$ cat config.mk
export PLATFORM = sky130hd
export DESIGN_NAME = piecewise_linear_calibrator_flat
export DESIGN_NICKNAME = d
export VERILOG_FILES = /design/src/hw/rtl/plc_pkg.sv /design/src/hw/rtl/plc_if.sv /design/src/hw/rtl/plc_div.sv /design/src/hw/rtl/piecewise_linear_calibrator.sv /design/src/flat_wrapper.sv
export SDC_FILE = /design/constraint.sdc
export NUM_CORES = 2
export LEC_CHECK = 0
export BUFFER_PORTS_ARGS = -buffer_cell sky130_fd_sc_hd__buf_2
export CAP_MARGIN = 20
export CELL_PAD_IN_SITES_DETAIL_PLACEMENT = 1
export CELL_PAD_IN_SITES_GLOBAL_PLACEMENT = 2
export CORE_MARGIN = 2
export CORE_UTILIZATION = 40
export DETAILED_ROUTE_END_ITERATION = 10
export GPL_TIMING_DRIVEN = 0
export PLACE_DENSITY_LB_ADDON = 0.1
export SKIP_CTS_REPAIR_TIMING = 1
export SKIP_LAST_GASP = 1
export SLEW_MARGIN = 30
export SYNTH_ARGS = -nofsm -noshare
export SYNTH_HDL_FRONTEND = slang
export SYNTH_SLANG_ARGS = --single-unit
$ cat constraint.sdc
create_clock -name clk -period 15.6 [get_ports clk]
set_input_delay 2.34 -clock clk [delete_from_list [all_inputs] [get_ports clk]]
set_output_delay 2.34 -clock clk [all_outputs]
set_load 0.01 [all_outputs]
$ cat src/hw/rtl/plc_pkg.sv
// Package for the piecewise-linear calibrator: sizes, codes and shared types.
// No dependencies.
package plc_pkg;
  localparam int MAX_POINTS = 16;
  localparam int IDX_W = $clog2(MAX_POINTS);
  localparam int CNT_W = $clog2(MAX_POINTS + 1);
  localparam int RES_W = 20;
  localparam int RD_W = 32;
  localparam int DIV_W = 53;

  typedef enum logic [2:0] {
    MODE_CLEAR = 3'd0, MODE_ADD = 3'd1, MODE_CAL = 3'd2, MODE_CONV = 3'd3, MODE_RAW = 3'd4
  } mode_t;

  typedef enum logic [1:0] {
    ST_OK = 2'd0, ST_STATE = 2'd1, ST_RANGE = 2'd2, ST_FULL = 2'd3
  } status_t;

  typedef enum logic [1:0] {
    CAL_NONE = 2'd0, CAL_PEND = 2'd1, CAL_DONE = 2'd2
  } cal_t;

  typedef enum logic [3:0] {
    S_IDLE, S_DISP, S_ADDRD, S_ADDCHK, S_SHIFT, S_SHWR, S_CALRD, S_CAL,
    S_CVRD, S_CVCHK, S_MUL, S_DIV, S_DIVW, S_OUT
  } fsm_t;

  typedef struct packed {
    logic               start;
    logic signed [53:0] num;
    logic        [32:0] den;
  } div_req_t;

  typedef struct packed {
    logic               busy;
    logic               done;
    logic signed [53:0] quo;
  } div_rsp_t;
endpackage

$ cat src/hw/rtl/plc_if.sv
// Valid/ready channel interfaces for the calibrator.
// Depends on plc_pkg.
interface plc_in_if import plc_pkg::*; ();
  logic             valid;
  logic             ready;
  logic [2:0]       mode;
  logic [RES_W-1:0] resistance;
  logic signed [RD_W-1:0] reading;
  modport source (output valid, mode, resistance, reading, input ready);
  modport sink (input valid, mode, resistance, reading, output ready);
endinterface

interface plc_out_if import plc_pkg::*; ();
  logic             valid;
  logic             ready;
  logic [1:0]       status;
  logic             drive_valid;
  logic [RES_W-1:0] drive_resistance;
  modport source (output valid, status, drive_valid, drive_resistance, input ready);
  modport sink (input valid, status, drive_valid, drive_resistance, output ready);
endinterface

$ cat src/hw/rtl/plc_div.sv
// Restoring signed-by-positive floor divider, one quotient bit per cycle.
// Depends on plc_pkg.
module plc_div import plc_pkg::*; (
  input  logic     clk,
  input  logic     rst_n,
  input  div_req_t req,
  output div_rsp_t rsp
);
  logic [5:0]        cnt_r, cnt_nxt;
  logic              busy_r, busy_nxt, done_r, done_nxt, neg_r, neg_nxt;
  logic [DIV_W-1:0]  q_r, q_nxt;
  logic [33:0]       rem_r, rem_nxt;
  logic [32:0]       den_r, den_nxt;
  logic [33:0]       trial;
  logic [DIV_W:0]    qf;

  always_comb begin
    busy_nxt = busy_r;
    done_nxt = 1'b0;
    cnt_nxt = cnt_r;
    q_nxt = q_r;
    rem_nxt = rem_r;
    den_nxt = den_r;
    neg_nxt = neg_r;
    trial = {rem_r[32:0], q_r[DIV_W-1]};
    if (req.start) begin
      busy_nxt = 1'b1;
      cnt_nxt = 6'(DIV_W);
      neg_nxt = req.num[53];
      q_nxt = req.num[53] ? DIV_W'(-req.num) : DIV_W'(req.num);
      rem_nxt = '0;
      den_nxt = req.den;
    end else if (busy_r) begin
      if (trial >= {1'b0, den_r}) begin
        rem_nxt = trial - {1'b0, den_r};
        q_nxt = {q_r[DIV_W-2:0], 1'b1};
      end else begin
        rem_nxt = trial;
        q_nxt = {q_r[DIV_W-2:0], 1'b0};
      end
      cnt_nxt = cnt_r - 6'd1;
      if (cnt_r == 6'd1) begin
        busy_nxt = 1'b0;
        done_nxt = 1'b1;
      end
    end
  end

  always_ff @(posedge clk) begin
    if (!rst_n) begin
      busy_r <= 1'b0;
      done_r <= 1'b0;
    end else begin
      busy_r <= busy_nxt;
      done_r <= done_nxt;
    end
    cnt_r <= cnt_nxt;
    q_r <= q_nxt;
    rem_r <= rem_nxt;
    den_r <= den_nxt;
    neg_r <= neg_nxt;
  end

  // floor: negate magnitude, minus one on a nonzero remainder
  always_comb begin
    qf = {1'b0, q_r};
    if (neg_r) qf = -qf - ((rem_r != '0) ? (DIV_W+1)'(1) : '0);
  end
  assign rsp.busy = busy_r;
  assign rsp.done = done_r;
  assign rsp.quo = qf;
endmodule

$ cat src/hw/rtl/piecewise_linear_calibrator.sv
// Top level of the piecewise-linear calibrator: point memory, sequencer, divider.
// Depends on plc_pkg, plc_if, plc_div.
//
//  channel | dir | fields
//  in_     | in  | mode, resistance, reading
//  out_    | out | status, drive_valid, drive_resistance
//
// Add walks the table, one entry a cycle, then shifts entries up one at a time,
// from the top. Calibrate only marks the table calibrated, segments being derived
// from the points at convert time. Convert scans segments (one read a cycle),
// multiplies once and runs the divider. Reset is synchronous; the point memory
// needs no clearing. A stalled result holds the block in its output state.
module piecewise_linear_calibrator import plc_pkg::*; (
  input  logic clk,
  input  logic rst_n,
  plc_in_if.sink    in_ch,
  plc_out_if.source out_ch
);
  fsm_t state_r, state_nxt;
  logic [2:0]        mode_r;
  logic [RES_W-1:0]  res_r;
  logic signed [31:0] rd_r;
  cal_t              cal_r, cal_nxt;
  logic [CNT_W-1:0]  cnt_r, cnt_nxt;
  logic [CNT_W-1:0]  idx_r, idx_nxt;
  logic [1:0]        st_r, st_nxt;
  logic              dv_r, dv_nxt;
  logic [RES_W-1:0]  dr_r, dr_nxt;
  logic signed [32:0] lo_r, lo_nxt;                 // last point reading
  logic [RES_W-1:0]  pr_r, pr_nxt;                  // previous point
  logic signed [31:0] pv_r, pv_nxt;
  logic              first_r, first_nxt;
  logic signed [21:0] slope_r, slope_nxt;
  logic [32:0]       run_r, run_nxt;
  logic signed [33:0] dv_diff_r, dv_diff_nxt;
  logic [RES_W-1:0]  rlo_r, rlo_nxt;
  logic signed [53:0] prod_r;
  div_req_t dreq;
  div_rsp_t drsp;

  // point memory: {resistance, reading}
  logic [RES_W+31:0] pmem [MAX_POINTS];
  logic [RES_W+31:0] prd_r;
  logic [IDX_W-1:0]  raddr;
  logic              pwe;
  logic [IDX_W-1:0]  waddr;
  logic [RES_W+31:0] wdata;
  always_ff @(posedge clk) begin
    if (pwe) pmem[waddr] <= wdata;
    prd_r <= pmem[raddr];
  end
  wire [RES_W-1:0]   m_res = prd_r[RES_W+31:32];
  wire signed [31:0] m_rd = prd_r[31:0];

  plc_div u_div (.clk(clk), .rst_n(rst_n), .req(dreq), .rsp(drsp));

  logic signed [32:0] v_ext, cur_ext, prv_ext, seg_lo, seg_hi;
  logic [RES_W:0] qsum;
  always_comb begin
    state_nxt = state_r; cal_nxt = cal_r; cnt_nxt = cnt_r; idx_nxt = idx_r;
    st_nxt = st_r; dv_nxt = dv_r; dr_nxt = dr_r; lo_nxt = lo_r;
    pr_nxt = pr_r; pv_nxt = pv_r; first_nxt = first_r; slope_nxt = slope_r;
    run_nxt = run_r; dv_diff_nxt = dv_diff_r; rlo_nxt = rlo_r;
    raddr = idx_r[IDX_W-1:0]; pwe = 1'b0; waddr = idx_r[IDX_W-1:0];
    wdata = {res_r, rd_r};
    dreq.start = 1'b0; dreq.num = prod_r; dreq.den = run_r;
    v_ext = 33'(rd_r); cur_ext = 33'(m_rd); prv_ext = 33'(pv_r);
    seg_lo = (prv_ext <= cur_ext) ? prv_ext : cur_ext;
    seg_hi = (prv_ext <= cur_ext) ? cur_ext : prv_ext;
    qsum = 21'(drsp.quo) + {1'b0, rlo_r};
    in_ch.ready = (state_r == S_IDLE);
    case (state_r)
      S_IDLE: if (in_ch.valid) state_nxt = S_DISP;
      S_DISP: begin
        st_nxt = ST_OK; dv_nxt = 1'b0; dr_nxt = '0; idx_nxt = '0; first_nxt = 1'b1;
        raddr = '0;
        state_nxt = S_OUT;
        case (mode_r)
          MODE_CLEAR: begin cal_nxt = CAL_NONE; cnt_nxt = '0; end
          MODE_ADD: state_nxt = S_ADDRD;
          MODE_CAL:
            if (cal_r == CAL_NONE || cnt_r < CNT_W'(2)) st_nxt = ST_STATE;
            else state_nxt = S_CALRD;
          MODE_CONV: begin
            raddr = IDX_W'(cnt_r - CNT_W'(1));
            if (cal_r != CAL_DONE || cnt_r < CNT_W'(2)) st_nxt = ST_STATE;
            else state_nxt = S_CVRD;
          end
          MODE_RAW: begin dv_nxt = 1'b1; dr_nxt = res_r; end
          default: ;
        endcase
      end
      // find insert slot: first entry with resistance >= new
      S_ADDRD: state_nxt = S_ADDCHK;
      S_ADDCHK: begin
        if (idx_r < cnt_r && m_res < res_r) begin
          idx_nxt = idx_r + CNT_W'(1); raddr = IDX_W'(idx_r + CNT_W'(1));
          state_nxt = S_ADDCHK;
        end else if (idx_r < cnt_r && m_res == res_r) begin
          pwe = 1'b1;
          if (cnt_r >= CNT_W'(2)) cal_nxt = CAL_PEND;
          state_nxt = S_OUT;
        end else if (cnt_r == CNT_W'(MAX_POINTS)) begin
          st_nxt = ST_FULL; state_nxt = S_OUT;
        end else begin
          // shift entries [idx, cnt) up by one, from the top
          rlo_nxt = RES_W'(idx_r);
          idx_nxt = cnt_r;
          state_nxt = S_SHIFT;
        end
      end
      S_SHIFT: begin
        if (idx_r == CNT_W'(rlo_r)) begin
          pwe = 1'b1;
          cnt_nxt = cnt_r + CNT_W'(1);
          if (cnt_r + CNT_W'(1) >= CNT_W'(2)) cal_nxt = CAL_PEND;
          state_nxt = S_OUT;
        end else begin
          raddr = IDX_W'(idx_r - CNT_W'(1));
          state_nxt = S_SHWR;
        end
      end
      S_SHWR: begin
        pwe = 1'b1; wdata = prd_r;
        idx_nxt = idx_r - CNT_W'(1);
        state_nxt = S_SHIFT;
      end
      S_CALRD: begin
        // coefficients are derived from the points at convert time; nothing to store
        cal_nxt = CAL_DONE; state_nxt = S_OUT;
      end
      S_CVRD: begin
        lo_nxt = 33'(m_rd); state_nxt = S_CVCHK; raddr = '0;
      end
      S_CVCHK: begin
        // prd_r holds point 0 on the first visit, then point idx
        if (first_r) begin
          first_nxt = 1'b0;
          if (!((cur_ext <= lo_r) ? (v_ext >= cur_ext && v_ext <= lo_r)
                                   : (v_ext >= lo_r && v_ext <= cur_ext))) begin
            st_nxt = ST_RANGE; state_nxt = S_OUT;
          end
          pr_nxt = m_res; pv_nxt = m_rd; idx_nxt = CNT_W'(1); raddr = IDX_W'(1);
        end else if ((v_ext >= seg_lo && v_ext <= seg_hi) || idx_r + CNT_W'(1) == cnt_r)
        begin
          dv_nxt = 1'b1;
          if (prv_ext == cur_ext) begin
            dr_nxt = pr_r; state_nxt = S_OUT;
          end else begin
            rlo_nxt = (prv_ext < cur_ext) ? pr_r : m_res;
            slope_nxt = (prv_ext < cur_ext) ? (22'(m_res) - 22'(pr_r))
                                             : (22'(pr_r) - 22'(m_res));
            run_nxt = 33'(seg_hi - seg_lo);
            dv_diff_nxt = 34'(v_ext) - 34'(seg_lo);
            state_nxt = S_MUL;
          end
        end else begin
          pr_nxt = m_res; pv_nxt = m_rd;
          idx_nxt = idx_r + CNT_W'(1); raddr = IDX_W'(idx_r + CNT_W'(1));
        end
      end
      S_MUL: state_nxt = S_DIV;
      S_DIV: begin dreq.start = 1'b1; state_nxt = S_DIVW; end
      S_DIVW: if (drsp.done) begin dr_nxt = qsum[RES_W-1:0]; state_nxt = S_OUT; end
      S_OUT: if (out_ch.ready) state_nxt = S_IDLE;
      default: state_nxt = S_IDLE;
    endcase
  end

  always_ff @(posedge clk) begin
    if (!rst_n) begin
      state_r <= S_IDLE; cal_r <= CAL_NONE; cnt_r <= '0;
    end else begin
      state_r <= state_nxt; cal_r <= cal_nxt; cnt_r <= cnt_nxt;
    end
    if (in_ch.valid && in_ch.ready) begin
      mode_r <= in_ch.mode; res_r <= in_ch.resistance; rd_r <= in_ch.reading;
    end
    idx_r <= idx_nxt; st_r <= st_nxt; dv_r <= dv_nxt; dr_r <= dr_nxt;
    lo_r <= lo_nxt; pr_r <= pr_nxt; pv_r <= pv_nxt;
    first_r <= first_nxt; slope_r <= slope_nxt; run_r <= run_nxt;
    dv_diff_r <= dv_diff_nxt; rlo_r <= rlo_nxt;
    prod_r <= 54'(slope_r) * 54'(dv_diff_r);
  end

  assign out_ch.valid = (state_r == S_OUT);
  assign out_ch.status = st_r;
  assign out_ch.drive_valid = dv_r;
  assign out_ch.drive_resistance = dr_r;

`ifndef NO_ASSERTIONS
  a_cnt_max: assert property (@(posedge clk) disable iff (!rst_n)
    cnt_r <= CNT_W'(MAX_POINTS)) else $error("point count overflow");
  a_div_out: assert property (@(posedge clk) disable iff (!rst_n)
    drsp.done |-> state_r == S_DIVW) else $error("divider result unexpected");
  a_drive: assert property (@(posedge clk) disable iff (!rst_n)
    out_ch.valid && !out_ch.drive_valid |-> out_ch.drive_resistance == '0)
    else $error("drive without valid");
`endif
endmodule
$ cat src/flat_wrapper.sv
// flat-port wrapper written by rule: the top's interface ports become plain ports
module piecewise_linear_calibrator_flat import plc_pkg::*;
  (clk, rst_n, in_ch_valid, in_ch_mode, in_ch_resistance, in_ch_reading, in_ch_ready, out_ch_valid, out_ch_status, out_ch_drive_valid, out_ch_drive_resistance, out_ch_ready);
  plc_in_if in_ch_i ();
  plc_out_if out_ch_i ();
  input  logic clk;
  input  logic rst_n;
  input wire logic [$bits(in_ch_i.valid)-1:0] in_ch_valid;
  input wire logic [$bits(in_ch_i.mode)-1:0] in_ch_mode;
  input wire logic [$bits(in_ch_i.resistance)-1:0] in_ch_resistance;
  input wire logic [$bits(in_ch_i.reading)-1:0] in_ch_reading;
  output wire logic [$bits(in_ch_i.ready)-1:0] in_ch_ready;
  output wire logic [$bits(out_ch_i.valid)-1:0] out_ch_valid;
  output wire logic [$bits(out_ch_i.status)-1:0] out_ch_status;
  output wire logic [$bits(out_ch_i.drive_valid)-1:0] out_ch_drive_valid;
  output wire logic [$bits(out_ch_i.drive_resistance)-1:0] out_ch_drive_resistance;
  input wire logic [$bits(out_ch_i.ready)-1:0] out_ch_ready;
  assign in_ch_i.valid = in_ch_valid;
  assign in_ch_i.mode = in_ch_mode;
  assign in_ch_i.resistance = in_ch_resistance;
  assign in_ch_i.reading = in_ch_reading;
  assign in_ch_ready = in_ch_i.ready;
  assign out_ch_valid = out_ch_i.valid;
  assign out_ch_status = out_ch_i.status;
  assign out_ch_drive_valid = out_ch_i.drive_valid;
  assign out_ch_drive_resistance = out_ch_i.drive_resistance;
  assign out_ch_i.ready = out_ch_ready;
  piecewise_linear_calibrator u_core (.clk(clk), .rst_n(rst_n), .in_ch(in_ch_i), .out_ch(out_ch_i));
endmodule
==> impl_metrics.py <==
metrics = {
    "synthesis": {
        "synth_area_sq_um": 89400,
        "synth_area_leaders": "edfxtp_1 (40%), fa_1 (16%), ha_1 (6.9%)",
        "synth_edf_count": 1195,
        "syn_nets": 9467,
        "ys_seq_area_share_pct": 43.7,
        "synthCells": 8186,
        "async_flop_share_pct": 0,
        "yosys_most_used_dff": "edfxtp_1",
        "netlist-cell-type-count": 87,
        "ys_warn_count": 0,
        "synth_area_per_cell_sq_um": 10.9,
        "synth-seq-cells": 1354,
        "yosysTopAreaCellShare_pct": 40.1,
        "post-synth-top-area-cell": "edfxtp_1",
    },
    "route": {
        "ant_nets": 0,
        "drtPass1Iterations": 5,
        "drt-total-wl_mm": 312,
        "drtIter0Drc": 4096,
        "wl_per_cell_um": 26.7,
        "vias_per_cell": 5.48,
        "drc_errors": 0,
        "num_vias": 63993,
    },
    "layout": {
        "layout-drive-gt1-share_pct": 8.03,
        "syn2layout_area_growth_pct": 13.6,
        "final_area_sq_um": 102000,
        "nets": 9854,
        "final_cell_mix": "nand2_1 (1307), edfxtp_1 (1195), inv_1 (924)",
        "fill_cells": 24013,
        "layout_commonest_cell": "nand2_1",
    },
    "critical_path": {
        "crit_fanout": 10,
        "crit_buf_inv": 12,
        "regToRegSetupSlack_ns": 2.66,
        "cp-start-kind": "flip-flop",
        "reg2reg_depth": 36,
        "crit_slowest_cell": "or4_4",
        "slowest_delay_ns": 0.66,
        "crit_required_ns": 16.23,
        "cp_common_cell": "clkbuf_1",
        "r2r_start": "u_core.prd_r[31]$_DFF_P_",
        "critical_path_class": "reg2reg",
        "cpLargestDelayFamily": "buffers and inverters",
        "end_kind": "flip-flop",
        "arrival_ns": 13.56,
        "worstReg2RegEnd": "u_core.prd_r[32]$_DFF_P_",
    },
    "timing": {
        "worst_slack_ns": 2.66,
        "hold_violations": 0,
        "period_share_pct": 82.9,
        "drv_slew": 0,
        "tightestPinTransition_ns": 1.04,
        "skew_ns": 0.0622,
        "max_freq_ghz": 0.0773,
        "final-setup-viol-count": 0,
        "grt_setup_unrepaired": "no",
        "slew_headroom_pct": 30.7,
        "fin_crit_ns": 12.94,
    },
    "placed_design": {
        "dpl.hpwl_mm": 249,
        "port_buffers": 83,
        "placed_area_sq_um": 96100,
        "place_congestion": 0.917,
        "pre_cts_slack_ns": 2.76,
    },
    "global_route": {
        "grt_max_degree": 29,
        "grt_usage_pct": 27.2,
        "grt_antenna_before_repair": 29,
        "grt-ovfl-total": 0,
        "grt_pass1_wl_mm": 459,
        "grt_pass1_vias": 69365,
    },
    "clocking": {
        "ctsLongestPathBuffers": 3,
        "cts_tree": "yes",
        "clk_latency_ns": 0.82,
        "clk_pin_slew_ns": 0.06,
        "numCtsBuffers": 157,
        "cts_sinks": 1354,
        "ctsHtreeMaxLevel": 4,
        "cts_root_buffer": "clkbuf_16",
    },
    "status": {
        "status": "finished clean",
    },
    "die": {
        "start_util_pct": 40.2,
        "rows": 173,
        "core_area_sq_um": 222000,
        "ios": 84,
        "die_h_um": 477,
        "dieArea_sq_um": 227000,
        "die_w_um": 477,
    },
    "min_path": {
        "hold_class": "reg2reg",
        "hp-start": "u_core.run_r[3]$_DFFE_PP_",
        "hold_depth": 0,
        "hold_path_end": "u_core.u_div.den_r[3]$_DFFE_PP_",
    },
    "flow_run": {
        "cap_violations": 0,
    },
}
[worst max-delay path by stage]
stage,cells after the start,endpoint,slack [ns],start
after floorplan,35,u_core.rlo_r[0]$_DFFE_PP_,2.41,u_core.prd_r[29]$_DFF_P_
after global placement,28,u_core.rlo_r[18]$_SDFFCE_PN0P_,-4.67,u_core.prd_r[10]$_DFF_P_
after detailed placement,32,u_core.prd_r[9]$_DFF_P_,2.76,u_core.prd_r[10]$_DFF_P_
after CTS,34,u_core.prd_r[32]$_DFF_P_,2.71,u_core.prd_r[11]$_DFF_P_
after global routing,36,u_core.prd_r[32]$_DFF_P_,2.04,u_core.prd_r[31]$_DFF_P_
final,36,u_core.prd_r[32]$_DFF_P_,2.66,u_core.prd_r[31]$_DFF_P_
[registers in the layout (all words and copies together), names as in the netlist, 21 cells and up]
name / flops
u_core.run_r: 33
u_core.slope_r: 21
u_core.u_div.rem_r: 34
u_core.prd_r: 52
u_core.pv_r: 32
u_core.prod_r: 54
u_core.u_div.q_r: 53
u_core.rd_r: 32
u_core.dv_diff_r: 34
u_core.pmem: 832
u_core.lo_r: 32
u_core.u_div.den_r: 33
[logic make-up (layout without fill, tap and decap cells)]
family	Yosys count	in the layout	share of synthesized area [%]
compound gates	1575	1575	11.2
xor+xnor	263	263	2.58
fa+ha+maj	1227	1227	23.3
buf+inv	1332	1851	5.69
flops	1354	1354	43.7
mux	175	175	1.97
other cells	0	5	0
simple gates	2260	2260	11.6
[per-layer routing]
metal / share of wire [%] / GRT usage, % / vias up / wire (um)
li1: - / - / 28866 / -
met5: 0.0045 / 0 / - / 14
met3: 4.0 / 2.75 / 375 / 12300
met1: 42 / 35.3 / 33437 / 132000
met2: 50 / 48.1 / 1311 / 157000
met4: 3.2 / 8.24 / 4 / 9870
[cells in the mapped netlist (all sizes together), types with 109 or more instances]
cell type and count:
nand2 1308, edfxtp 1195, inv 924, fa 730, a21oi 518, ha 492
o21ai 360, clkbuf 326, nor2 230, and2 183, mux2i 172, dfxtp 159
xnor2 158, a22oi 125, a21o 115, nor3 109
[layout make-up]
cell class                      count  area, sq um  share of cell area [%]
Multi-Input combinational cell   5500        45700                    45.0
Tap cell                         2975         3720                    3.67
Sequential cell                  1354        39100                    38.5
Inverter                          925         3470                    3.42
Timing Repair Buffer              228         2570                    2.54
Clock buffer                      212         4270                    4.20
Buffer                            407         1630                    1.61
Antenna cell                        5         12.5                  0.0123
Clock inverter                     79         1110                    1.10
[per-stage QoR]
stage	setup TNS, ns	instances	hold slack, ns	utilization [%]
global placement	-353.36	11244	0.403	42.1
floorplan	0	8186	0.400	-
global route	0	11683	0.428	45.7
finish	0	11685	0.412	45.7
CTS	0	11680	0.412	45.7
detailed placement	0	11389	0.406	43.2
Power is left out: the tool's default activity adds up to more than one toggle a clock period on the data nets, which glitch-free logic cannot reach.
